==> config.mk <==
export PLATFORM = sky130hd
export DESIGN_NAME = sdkj_front
export DESIGN_NICKNAME = d
export VERILOG_FILES = /design/src/sv/sdkj_pkg.sv /design/src/sv/sdkj_front.sv
export SDC_FILE = /design/constraint.sdc
export NUM_CORES = 1
export LEC_CHECK = 0
export ABC_AREA = 1
export BUFFER_PORTS_ARGS = -buffer_cell sky130_fd_sc_hd__buf_4
export CORE_UTILIZATION = 25
export CTS_CLUSTER_SIZE = 16
export DETAILED_ROUTE_END_ITERATION = 8
export GPL_TIMING_DRIVEN = 0
export PLACE_DENSITY = 0.51
export REMOVE_ABC_BUFFERS = 1
export SLEW_MARGIN = 15
export SYNTH_ARGS = -nofsm -noshare
export SYNTH_HDL_FRONTEND = slang
export SYNTH_SLANG_ARGS = --single-unit
==> constraint.sdc <==
create_clock -name clk -period 9.75 [get_ports clk]
set_input_delay 1.4625 -clock clk [delete_from_list [all_inputs] [get_ports clk]]
set_output_delay 1.4625 -clock clk [all_outputs]
set_load 0.02 [all_outputs]
==> src/sv/sdkj_pkg.sv <==
package sdkj_pkg;

  localparam int ANGLE_W = 16;
  localparam int ENTRY_W = 32;
  // Internal Q30 value width; holds reduced angles and sums of two unit terms
  localparam int VAL_W = 36;
  localparam int MUL_W = 33;
  localparam int PROD_W = 2 * MUL_W;
  localparam int ANGLE_SHIFT = 33 - ANGLE_W;
  localparam int TAYLOR_TERMS = 7;

  typedef logic signed [ANGLE_W-1:0] angle_t;
  typedef logic signed [VAL_W-1:0]   val_t;
  typedef logic signed [ENTRY_W-1:0] entry_t;
  typedef logic signed [MUL_W-1:0]   mop_t;
  typedef logic signed [PROD_W-1:0]  prod_t;

  typedef struct packed {
    angle_t roll;
    angle_t pitch;
    angle_t yaw;
  } angles_t;

  typedef struct packed {
    logic [2:0] row_index;
    entry_t     entry_first;
    entry_t     entry_second;
    entry_t     entry_third;
    logic       singular;
    logic       last_row;
  } row_res_t;

  localparam val_t HALF_PI      = 36'sd1686629713;
  localparam val_t HALF_PI_HALF = 36'sd843314856;
  // four quadrants plus half a quadrant, so the reduction runs on a positive value
  localparam val_t RED_OFFSET   = 36'sd7589833708;
  localparam val_t ONE_Q30      = 36'sd1073741824;
  localparam val_t ENT_MAX      = val_t'((64'sd1 <<< (ENTRY_W - 1)) - 64'sd1);
  localparam val_t ENT_MIN      = -ENT_MAX - 36'sd1;
  localparam val_t ONE_Q16      = 36'sd65536;
  localparam val_t SING_LIM     = 36'sd8192;

  function automatic val_t rnd_q30(prod_t p);
    logic [PROD_W-1:0] m;
    logic [PROD_W-1:0] r;
    m = p[PROD_W-1] ? PROD_W'(-p) : PROD_W'(p);
    r = (m + (PROD_W'(1) << 29)) >> 30;
    return p[PROD_W-1] ? -val_t'(r[VAL_W-1:0]) : val_t'(r[VAL_W-1:0]);
  endfunction

  function automatic entry_t sat_entry(val_t s);
    val_t c;
    c = s;
    if (s > ENT_MAX) c = ENT_MAX;
    if (s < ENT_MIN) c = ENT_MIN;
    return entry_t'(c[ENTRY_W-1:0]);
  endfunction

  // Q30 to Q16, round half away from zero, then saturate
  function automatic entry_t q30_entry(val_t v);
    logic [VAL_W-1:0] m;
    logic [VAL_W-1:0] r;
    val_t s;
    m = v[VAL_W-1] ? VAL_W'(-v) : VAL_W'(v);
    r = (m + (VAL_W'(1) << 13)) >> 14;
    s = v[VAL_W-1] ? -val_t'(r) : val_t'(r);
    return sat_entry(s);
  endfunction

  // Taylor step divisors: (2k)(2k+1) for sine, (2k-1)(2k) for cosine
  function automatic logic [7:0] taylor_div(logic [2:0] k, logic is_cos);
    logic [7:0] d;
    case ({is_cos, k})
      4'b0001: d = 8'd6;
      4'b0010: d = 8'd20;
      4'b0011: d = 8'd42;
      4'b0100: d = 8'd72;
      4'b0101: d = 8'd110;
      4'b0110: d = 8'd156;
      4'b0111: d = 8'd210;
      4'b1001: d = 8'd2;
      4'b1010: d = 8'd12;
      4'b1011: d = 8'd30;
      4'b1100: d = 8'd56;
      4'b1101: d = 8'd90;
      4'b1110: d = 8'd132;
      4'b1111: d = 8'd182;
      default: d = 8'd1;
    endcase
    return d;
  endfunction

  // floor(2^32 / divisor)
  function automatic logic [31:0] taylor_recip(logic [2:0] k, logic is_cos);
    logic [31:0] r;
    case ({is_cos, k})
      4'b0001: r = 32'd715827882;
      4'b0010: r = 32'd214748364;
      4'b0011: r = 32'd102261126;
      4'b0100: r = 32'd59652323;
      4'b0101: r = 32'd39045157;
      4'b0110: r = 32'd27531841;
      4'b0111: r = 32'd20452225;
      4'b1001: r = 32'd2147483648;
      4'b1010: r = 32'd357913941;
      4'b1011: r = 32'd143165576;
      4'b1100: r = 32'd76695844;
      4'b1101: r = 32'd47721858;
      4'b1110: r = 32'd32537631;
      4'b1111: r = 32'd23598721;
      default: r = 32'hFFFF_FFFF;
    endcase
    return r;
  endfunction

endpackage

==> src/sv/sdkj_front.sv <==
module sdkj_front (
  input  logic              clk,
  input  logic              rst_n,
  input  logic              push,
  output logic              full,
  input  sdkj_pkg::angles_t item,
  output logic              head_valid,
  output sdkj_pkg::angles_t head,
  input  logic              take
);

  sdkj_pkg::angles_t mem_r [2];
  logic       wr_ptr_r;
  logic       rd_ptr_r;
  logic [1:0] cnt_r;
  logic       do_push;
  logic       do_take;

  assign full       = (cnt_r == 2'd2);
  assign head_valid = (cnt_r != 2'd0);
  assign head       = mem_r[rd_ptr_r];
  assign do_push    = push && !full;
  assign do_take    = take && head_valid;

  always_ff @(posedge clk) begin
    if (!rst_n) begin
      wr_ptr_r <= 1'b0;
      rd_ptr_r <= 1'b0;
      cnt_r    <= 2'd0;
    end else begin
      if (do_push) begin
        mem_r[wr_ptr_r] <= item;
        wr_ptr_r        <= !wr_ptr_r;
      end
      if (do_take) rd_ptr_r <= !rd_ptr_r;
      if (do_push && !do_take) cnt_r <= cnt_r + 2'd1;
      else if (!do_push && do_take) cnt_r <= cnt_r - 2'd1;
    end
  end

endmodule

==> impl_metrics.ini, run 1 <==
[yosys]
async_flop_share_pct = 0
synth.area.top_cells = edfxtp_1 76%, mux2_2 8.3%, mux2_4 7.9%, dfxtp_1 2.6%, inv_1 0.89%
synth_edf_count = 96
synth-xor-area-share_pct = 0
synth_top_family_by_area = multiplexers
syn_area_um2 = 3792
synth.most_common_cell = edfxtp_1
synthSimpleGateAreaFrac_pct = 2.013
synth_seq_cells = 101
avgSynthCellArea_um2 = 20.17
synthAdderAreaFrac_pct = 0.3299
ys_seq_area_share_pct = 78.65
synthCells = 188
synth_compound_area_share_pct = 0.7258
yosys_warnings = 0
synth_mux_area_share_pct = 16.23
ys_types = 16
synth_top_cell_by_area = edfxtp_1
synth.top_cells.by_count = 96 x edfxtp_1, 28 x mux2_2, 20 x mux2_4
synth_top_area_share_pct = 76.01
ys.flop_type = edfxtp_1

[clocking]
cts_resized = 0
clock-root-buffer = clkbuf_16
cts.sinks = 101
numCtsBuffers = 9
cts_max_path_buffers = 2
cts.clk_slew.worst_paths_ns = 0.07
hold_buffers = 0
clock_latency_ns = 0.34
postCtsSetupBuffers = 0
htree_num_levels = 3
cts_tree = built

[status]
violations = DRC
status = finished, violations left

[power_and_ir_drop]
powerDensity_nw_per_um2 = 229.2
p_leak_nw = 1.934
ir_worst_vdd_mv = 0.1193
cellInternalPower_mw = 0.8472
p_sw_mw = 0.3292
power_frac_comb_pct = 27.2
p_seq_share_pct = 45.8
sw_frac_of_total_pct = 27.98
clkPwrFrac_pct = 27.0

[timing]
report.final.slew_viol_count = 0
grt_setup_unrepaired = no
hold_violations = 0
min_period_ns = 3.173
fmax_mhz = 315.1
setup_tns_ns = 0
setup_viol = 0
worst_pin_slew_ns = 0.8652
fin_crit_sh_pct = 32.55
skew_ns = 0.006339
relSlewSlack_pct = 42.00

[global_route]
grt_overflow = 0
grt_util_met2_pct = 16.53
first_global_vias = 2184
grt_use_met1_pct = 10.50
track_usage_pct = 9.716
grt_use_met3_pct = 4.707
grt_pass1_wl_um = 11270
busiest_layer = met2
antenna_found_initial = 0
grt_max_degree = 31

[floorplan]
core_area_um2 = 14640
die_h_um = 125.2
std_cell_rows = 44
die_width_um = 125.2
dieArea_um2 = 15670
start_util_pct = 25.90
io_pins = 102

[final_layout]
n_antenna_cell = 0
drive_gt1_share_pct = 56.03
fin_cells = 491
finalCoreUtilization_pct = 35.05
area_delta_synth_final_pct = 35.33
final_nets = 356
final_cell_area_um2 = 5132

[drt]
drtIter0Drc = 132
drc = 14
post_drt_via_cell_ratio = 4.045
detail-route-antenna-nets = 0
drt-total-wl_um = 7094
vias = 1986
routedWlPerCell_um = 14.45
drtPass1Iterations = 6

[placed_design]
dp_hpwl_um = 4923
detailed_place.area_um2 = 4873
port-buffer-count = 101
gp_congestion = 0.6048
dp_cells = 476

[setup_path]
crit_slowest_cell = dfxtp_4
worstSetupEndpointType = output port
cp.required_ns = 8.29
cpPeakStageDelay_ns = 0.54
start_kind = flip-flop
crit_fanout = 30
timing.rr.start = cnt_r[1]
cp_cell_sequence = buf_12 -> mux2_2 -> buf_4
worst_ep_arrival_time_ns = 1.71
path_class = flip-flop to output port

[worst_hold_path]
min_from = wr_ptr_r
hp-class = flip-flop to flip-flop

[job]
cap_violations = 0
[final cells by class]
cell class / count / area [µm²]
clock inverter: 4 / 26.28
multi-input combinational: 73 / 744.5
clock buffer: 11 / 232.7
fill: 1413 / 9512
sequential: 101 / 2987
tap: 184 / 230.2
timing repair buffer: 109 / 878.3
inverter: 9 / 33.78
[logic make-up (layout without fill, tap and decap cells)]
family,count (synthesis),in the layout
AO/OA/AOI/OAI,5,5
adder cells (fa/ha/maj),1,1
buffers and inverters,14,133
flip-flops,101,101
multiplexers,48,48
AND/OR/NAND/NOR,19,19
[per-stage QoR]
| step | power, mW | worst slack [ns] | hold slack, ns |
|---|---|---|---|
| final | 1.176 | 6.577 | 0.4855 |
| after global routing | 1.235 | 6.480 | 0.5188 |
| after CTS | 1.200 | 6.516 | 0.4989 |
| after detailed placement | 0.8750 | 6.516 | 0.4901 |
| after global placement | 0.8660 | 1.754 | 0.4523 |
| after floorplan | 0.7368 | 4.399 | 0.4429 |
[layout by cell type, fill, tap and decap left out, types with 4 or more instances in the layout]
| cell type | n |
|---|---|
| nand2_1 | 9 |
| dfxtp_1 | 4 |
| inv_1 | 9 |
| nor2_1 | 6 |
| buf_4 | 104 |
| clkbuf_16 | 9 |
| edfxtp_1 | 96 |
| mux2_2 | 28 |
| mux2_4 | 20 |
[sequential cells by signal, indices dropped and copies added (netlist names), named ones only]
| register | flops |
|---|---|
| mem_r | 96 |
| cnt_r | 2 |
| rd_ptr_r | 1 |
| wr_ptr_r | 1 |
[routing by layer]
layer / vias up / share of wire [%]
li1: 943 / -
met1: 970 / 41
met2: 65 / 50
met3: 8 / 7.3
met4: 0 / 1.4
met5: - / 0
[critical path: cells and delay by family, from the launching register on]
| family | cells | cell delay (ns) |
|---|---|---|
| buffers and inverters | 2 | 0.44 |
| flip-flops | 1 | 0.54 |
| multiplexers | 1 | 0.37 |
[final timing paths]
kind / end / slack [ns] / cells past startpoint
worst min-delay path: wr_ptr_r / 0.49 / 2
worst min register to register: wr_ptr_r / 0.49 / 2
worst max-delay path: head[46] / 6.58 / 3
worst max register to register: mem_r[1][3] / 7.73 / 5
[power by group through the flow]
stage          clock network [mW]  logic, mW  registers [mW]
4_1_cts                     0.333      0.327           0.540
2_1_floorplan                   0      0.181           0.556
5_1_grt                     0.349      0.342           0.544
3_3_place_gp                    0      0.295           0.571
6_report                    0.318      0.320           0.539
3_5_place_dp                    0      0.326           0.549
(Power assumes the default switching activity.)
==> inputs of run 2 (changes only) <==
Settings changed: ABC_AREA 1 to 0.
Clock period 9.75 ns to 3.3 ns, I/O delays scaled along.
==> run 2 against run 1 <==
Net effect: the flow now finishes without violations; hold slack got worse by 0.15 ns; register-to-register slack got worse by 6.6 ns; count of clock-buffer cells in the layout increased by 1; wire length shrank 2.3%; combinational power rose to 2.9 times the previous value; global-route usage is 0.28 points lower; worst setup slack worse by 5.5 ns; via count shrank 1.9%; highest routed layer unchanged.
==> impl_metrics.ini, run 2 <==
[clocking]
numCtsBuffers = 9
htree_num_levels = 3
clock-root-buffer = clkbuf_16
cts_tree = built
cts.sinks = 101
cts_resized = 0
postCtsSetupBuffers = 0
cts_max_path_buffers = 2
hold_buffers = 0
cts.clk_slew.worst_paths_ns = 0.06
clock_latency_ns = 0.34

[floorplan]
std_cell_rows = 44
die_h_um = 123.6
die_width_um = 123.6
io_pins = 102
core_area_um2 = 14480
start_util_pct = 25.51
dieArea_um2 = 15260

[power_and_ir_drop]
sw_frac_of_total_pct = 27.01
p_total_mw = 3.659
cellInternalPower_mw = 2.671
p_sw_mw = 0.9882
p_leak_nw = 1.831
powerDensity_nw_per_um2 = 728.4
p_seq_share_pct = 45.2
ir_worst_vdd_mv = 0.2566
power_frac_comb_pct = 25.2
clkPwrFrac_pct = 29.6

[global_route]
track_usage_pct = 9.432
first_global_vias = 2049
grt_overflow = 0
grt_pass1_wl_um = 10180
grt_max_degree = 49
antenna_found_initial = 0

[placed_design]
place_ws_ns = 0.9369
port-buffer-count = 101
dp_hpwl_um = 4378
gp_congestion = 0.6224

[final_layout]
final_common_cell = buf_4
area_delta_synth_final_pct = 36.01
drive_gt1_share_pct = 59.39
top_register = mem_r
layout_common_cells = 108 x buf_4, 96 x edfxtp_1, 48 x mux2_2
finalCoreUtilization_pct = 34.70
largest_reg_flops = 96
final_nets = 343
reg.largest.list = mem_r: 96 flops, cnt_r: 2 flops
n_antenna_cell = 0

[worst_hold_path]
hold_depth = 1
holdPathEnd = mem_r[1][8]
hp-class = primary input to flip-flop
min_from = item[8]

[setup_path]
cpPeakStageDelay_ns = 0.82
timing.rr.end = mem_r[0][24]
path_class = flip-flop to output port
worstSetupEndpointType = output port
worst_ep_arrival_time_ns = 1.75
rrSetupSlack_ns = 1.14
cp_num_buf_inv = 1
start_kind = flip-flop
timing.rr.start = cnt_r[0]
cp_top_family = flip-flops
cp.required_ns = 2.80
crit_slowest_cell = dfxtp_4
crit_fanout = 48
cp_cell_sequence = mux2_2 -> buf_4
reg2regPathDepth = 6

[timing]
grt_setup_unrepaired = no
setup_viol = 0
fin_crit_sh_pct = 67.97
report.final.slew_viol_count = 0
fmax_mhz = 445.8
worst_pin_slew_ns = 0.7305
relSlewSlack_pct = 51.30
setup_tns_ns = 0
hold_violations = 0
min_period_ns = 2.243
finalWorstSetupSlack_ns = 1.057
skew_ns = 0.004200

[yosys]
yosys_warnings = 0
synth_compound_area_share_pct = 0.8130
synthCells = 174
synth_seq_cells = 101
avgSynthCellArea_um2 = 21.23
synth_top_cell_by_area = edfxtp_1
synth_edf_count = 96
synth_top_family_by_area = multiplexers
synth-xor-area-share_pct = 0.7114
ys_seq_area_share_pct = 80.76
synth.most_common_cell = edfxtp_1
syn_area_um2 = 3694
synth.area.top_cells = edfxtp_1 78%, mux2_2 15%, dfxtp_1 2.7%, buf_4 0.61%, and2_1 0.51%
synth_top_area_share_pct = 78.05
synthSimpleGateAreaFrac_pct = 1.762
synthAdderAreaFrac_pct = 0.3388
ys.flop_type = edfxtp_1
synth.top_cells.by_count = 96 x edfxtp_1, 48 x mux2_2, 5 x dfxtp_1
async_flop_share_pct = 0
synth_mux_area_share_pct = 14.63
ys_types = 19

[drt]
drtPass1Iterations = 3
routedWlPerCell_um = 14.53
vias = 1948
detail-route-antenna-nets = 0
post_drt_via_cell_ratio = 4.084
drt-total-wl_um = 6931
drtIter0Drc = 113
drc = 0

[status]
status = finished clean

[job]
cap_violations = 0
-- run 2: kinds of logic (layout without fill, tap and decap cells) --
family,after synthesis,in the layout
AOI/OAI and AO/OA,5,5
xor gates and xnor gates,3,3
adders and majority gates,1,1
buffers and inverters,6,125
DFF,101,101
muxes,48,48
and+or+nand+nor,10,10
-- run 2: power groups by stage --
stage	logic, mW	clock network, mW	registers, mW
floorplan	0.556	0	1.65
global placement	0.923	0	1.70
detailed placement	0.933	0	1.69
CTS	0.937	1.12	1.66
global route	0.990	1.16	1.68
finish	0.921	1.08	1.65
-- run 2: routing by layer --
layer | GRT usage (%) | wire length (µm)
met1 | 10.64 | 2947
met2 | 15.08 | 3342
met3 | 3.229 | 455
met4 | 6.325 | 187
met5 | 0 | 0
-- run 2: worst max path at each step --
stage / start / end / slack (ns) / cells past startpoint
floorplan: push / mem_r[0][0] / -2.86 / 2
global placement: push / mem_r[0][24] / -6.87 / 3
finish: flip-flop / head[7] / 1.06 / 2
CTS: flip-flop / head[7] / 0.98 / 2
global route: flip-flop / head[44] / 0.94 / 2
detailed placement: push / mem_r[0][24] / 0.94 / 7
-- run 2: final cells by class --
type	count	area (µm²)
fillers	1405	9455
flip-flops and latches	101	2987
repair buffers	110	820.8
multi-input cells	67	685.7
clock buffers	12	236.5
well taps	184	230.2
clock inverters	2	60.06
inverters	1	3.754
-- run 2: metrics by stage --
| step | hold WS [ns] | cells | area, µm² |
|---|---|---|---|
| 3_3_place_gp | 0.4856 | 454 | 4649 |
| 4_1_cts | 0.3145 | 477 | 5024 |
| 3_5_place_dp | 0.5162 | 463 | 4727 |
| 5_1_grt | 0.3176 | 477 | 5024 |
| 6_report | 0.3332 | 477 | 5024 |
| 2_1_floorplan | 0.4657 | 169 | 3661 |
==> inputs of run 3 (changes only) <==
Settings changed: PLACE_DENSITY 0.51 to 0.53.
Clock period 3.3 ns to 2 ns, I/O delays scaled along.
==> run 3 against run 2 <==
Net effect: design area grew 0.37%; count of clock-buffer cells in the layout shrank 1; core utilization grew 0.13 points; critical path depth grew 1; clock skew grew 0.0034 ns; sequential cell count is the same; combinational power grew 93%; first-iteration DRC count shrank 31%; critical endpoint is now mem_r[1][16]; largest cell class unchanged.
==> impl_metrics.ini, run 3 (synthesis results as in run 2) <==
[status]
status = finished clean

[floorplan]
io_pins = 102
dieArea_um2 = 15260
die_width_um = 123.6
die_h_um = 123.6
start_util_pct = 25.51
core_area_um2 = 14480
std_cell_rows = 44

[final_layout]
top_register = mem_r
layout_common_cells = 106 x buf_4, 96 x edfxtp_1, 48 x mux2_2
area_delta_synth_final_pct = 36.52
fin_cells = 480
final_common_cell = buf_4
drive_gt1_share_pct = 59.46
final_cell_area_um2 = 5042
final_nets = 344
reg.largest.list = mem_r: 96 flops, cnt_r: 2 flops
largest_reg_flops = 96
n_fill_cell = 1406
n_antenna_cell = 0

[clocking]
cts_tree = built
cts.sinks = 101
clock-root-buffer = clkbuf_16
clock_latency_ns = 0.35
cts_max_path_buffers = 2
htree_num_levels = 3
cts.clk_slew.worst_paths_ns = 0.07
numCtsBuffers = 9
hold_buffers = 0

[timing]
skew_ns = 0.007627
grt_setup_unrepaired = no
fin_crit_sh_pct = 90.52
hold_violations = 0
fmax_mhz = 552.4
worst_pin_slew_ns = 0.7275
min_period_ns = 1.810
setup_viol = 0
timing.hold.ws_ns = 0.1350
relSlewSlack_pct = 51.50
report.final.slew_viol_count = 0

[global_route]
grt_max_degree = 49
grt_pass1_wl_um = 10560
grt_overflow = 0
first_global_vias = 1977
track_usage_pct = 10.07
antenna_found_initial = 0

[placed_design]
dp_hpwl_um = 4425
gp_congestion = 0.6356
detailed_place.area_um2 = 4715
port-buffer-count = 101
dp_cells = 462

[setup_path]
start_kind = flip-flop
crit_fanout = 48
rrSetupSlack_ns = 0.19
worstSetupEndpointType = flip-flop
timing.rr.end = mem_r[1][16]
timing.rr.start = cnt_r[0]
reg2regPathDepth = 3
path_class = flip-flop to flip-flop
cp.required_ns = 1.97
worst_ep_arrival_time_ns = 1.78

[drt]
detail-route-antenna-nets = 0
post_drt_via_cell_ratio = 4.052
drtIter0Drc = 78
drt-total-wl_um = 7310
vias = 1945
routedWlPerCell_um = 15.23
drc = 0
drtPass1Iterations = 4

[power_and_ir_drop]
cellInternalPower_mw = 4.231
clkPwrFrac_pct = 26.3
power_frac_comb_pct = 30.0
powerDensity_nw_per_um2 = 1177
p_seq_share_pct = 43.7
p_sw_mw = 1.703
sw_frac_of_total_pct = 28.70
ir_worst_vdd_mv = 0.5323
p_leak_nw = 1.829

[worst_hold_path]
min_from = item[1]
hold_depth = 1
hp-class = primary input to flip-flop
holdPathEnd = mem_r[0][1]

[job]
cap_violations = 0
## run 3: cell count changes in the layout (fill, tap and decap cells not counted), sizes merged
cell	change
clkinv	+3
bufinv	-2
buf	+1
clkinvlp	+2
clkbuf	-1
## run 3: how the worst max path moves through the flow
stage | startpoint | endpoint | slack (ns) | cells past startpoint
4_1_cts | cnt_r[0] | mem_r[0][4] | 0.002 | 6
5_1_grt | cnt_r[0] | mem_r[1][10] | 0.06 | 3
3_3_place_gp | cnt_r[0] | mem_r[0][47] | -7.45 | 2
6_report | cnt_r[0] | mem_r[1][16] | 0.19 | 3
3_5_place_dp | cnt_r[0] | mem_r[0][47] | -0.55 | 7
2_1_floorplan | cnt_r[1] | mem_r[0][0] | -4.11 | 2
## run 3: power groups by stage
stage | clock, mW | sequential (mW) | combinational, mW
floorplan | 0 | 2.72 | 0.917
global placement | 0 | 2.80 | 1.51
detailed placement | 0 | 2.79 | 1.53
CTS | 1.63 | 2.60 | 1.83
global route | 1.70 | 2.61 | 1.91
finish | 1.56 | 2.59 | 1.78
## run 3: metrics by stage
step / total power [mW] / setup WS, ns / util, % / setup TNS, ns
2_1_floorplan: 3.636 / -4.105 / - / -214.30
3_3_place_gp: 4.318 / -7.451 / 32.11 / -452.22
3_5_place_dp: 4.318 / -0.5473 / 32.56 / -5.630
4_1_cts: 6.056 / 0.001857 / 34.83 / 0
5_1_grt: 6.228 / 0.06320 / 34.83 / 0
6_report: 5.935 / 0.1897 / 34.83 / 0
## run 3: final cells by class
class / count / area [µm²] / area share, %
Clock inverter: 5 / 27.53 / 0.5459
Tap cell: 184 / 230.2 / 4.566
Sequential cell: 101 / 2987 / 59.23
Clock buffer: 11 / 232.7 / 4.615
Multi-Input combinational cell: 67 / 694.4 / 13.77
Timing Repair Buffer: 111 / 867.1 / 17.20
Inverter: 1 / 3.754 / 0.07444
## run 3: critical path, stage by stage, from the launching register on
cell	delay [ns]
dfxtp_1	0.42
nor2b_2	0.11
nor2_1	0.17
and3_4	0.68
## run 3: routing by layer
| layer | GRT usage [%] | share of wire, % | vias to the layer above |
|---|---|---|---|
| met1 | 11.40 | 41 | 956 |
| met2 | 16.52 | 51 | 60 |
| met3 | 3.090 | 5.2 | 11 |
| met5 | 0 | 0 | - |
| met4 | 6.325 | 2.4 | 0 |
| li1 | - | - | 918 |
## run 3: what timing repair did
item | 4_1_cts | 5_1_grt
cloned | 0 | 0
setup buffers | 4 | 0
resized for setup | 2 | 1
endpoints found under the setup margin | 65 | 5
pin swaps | 1 | 0
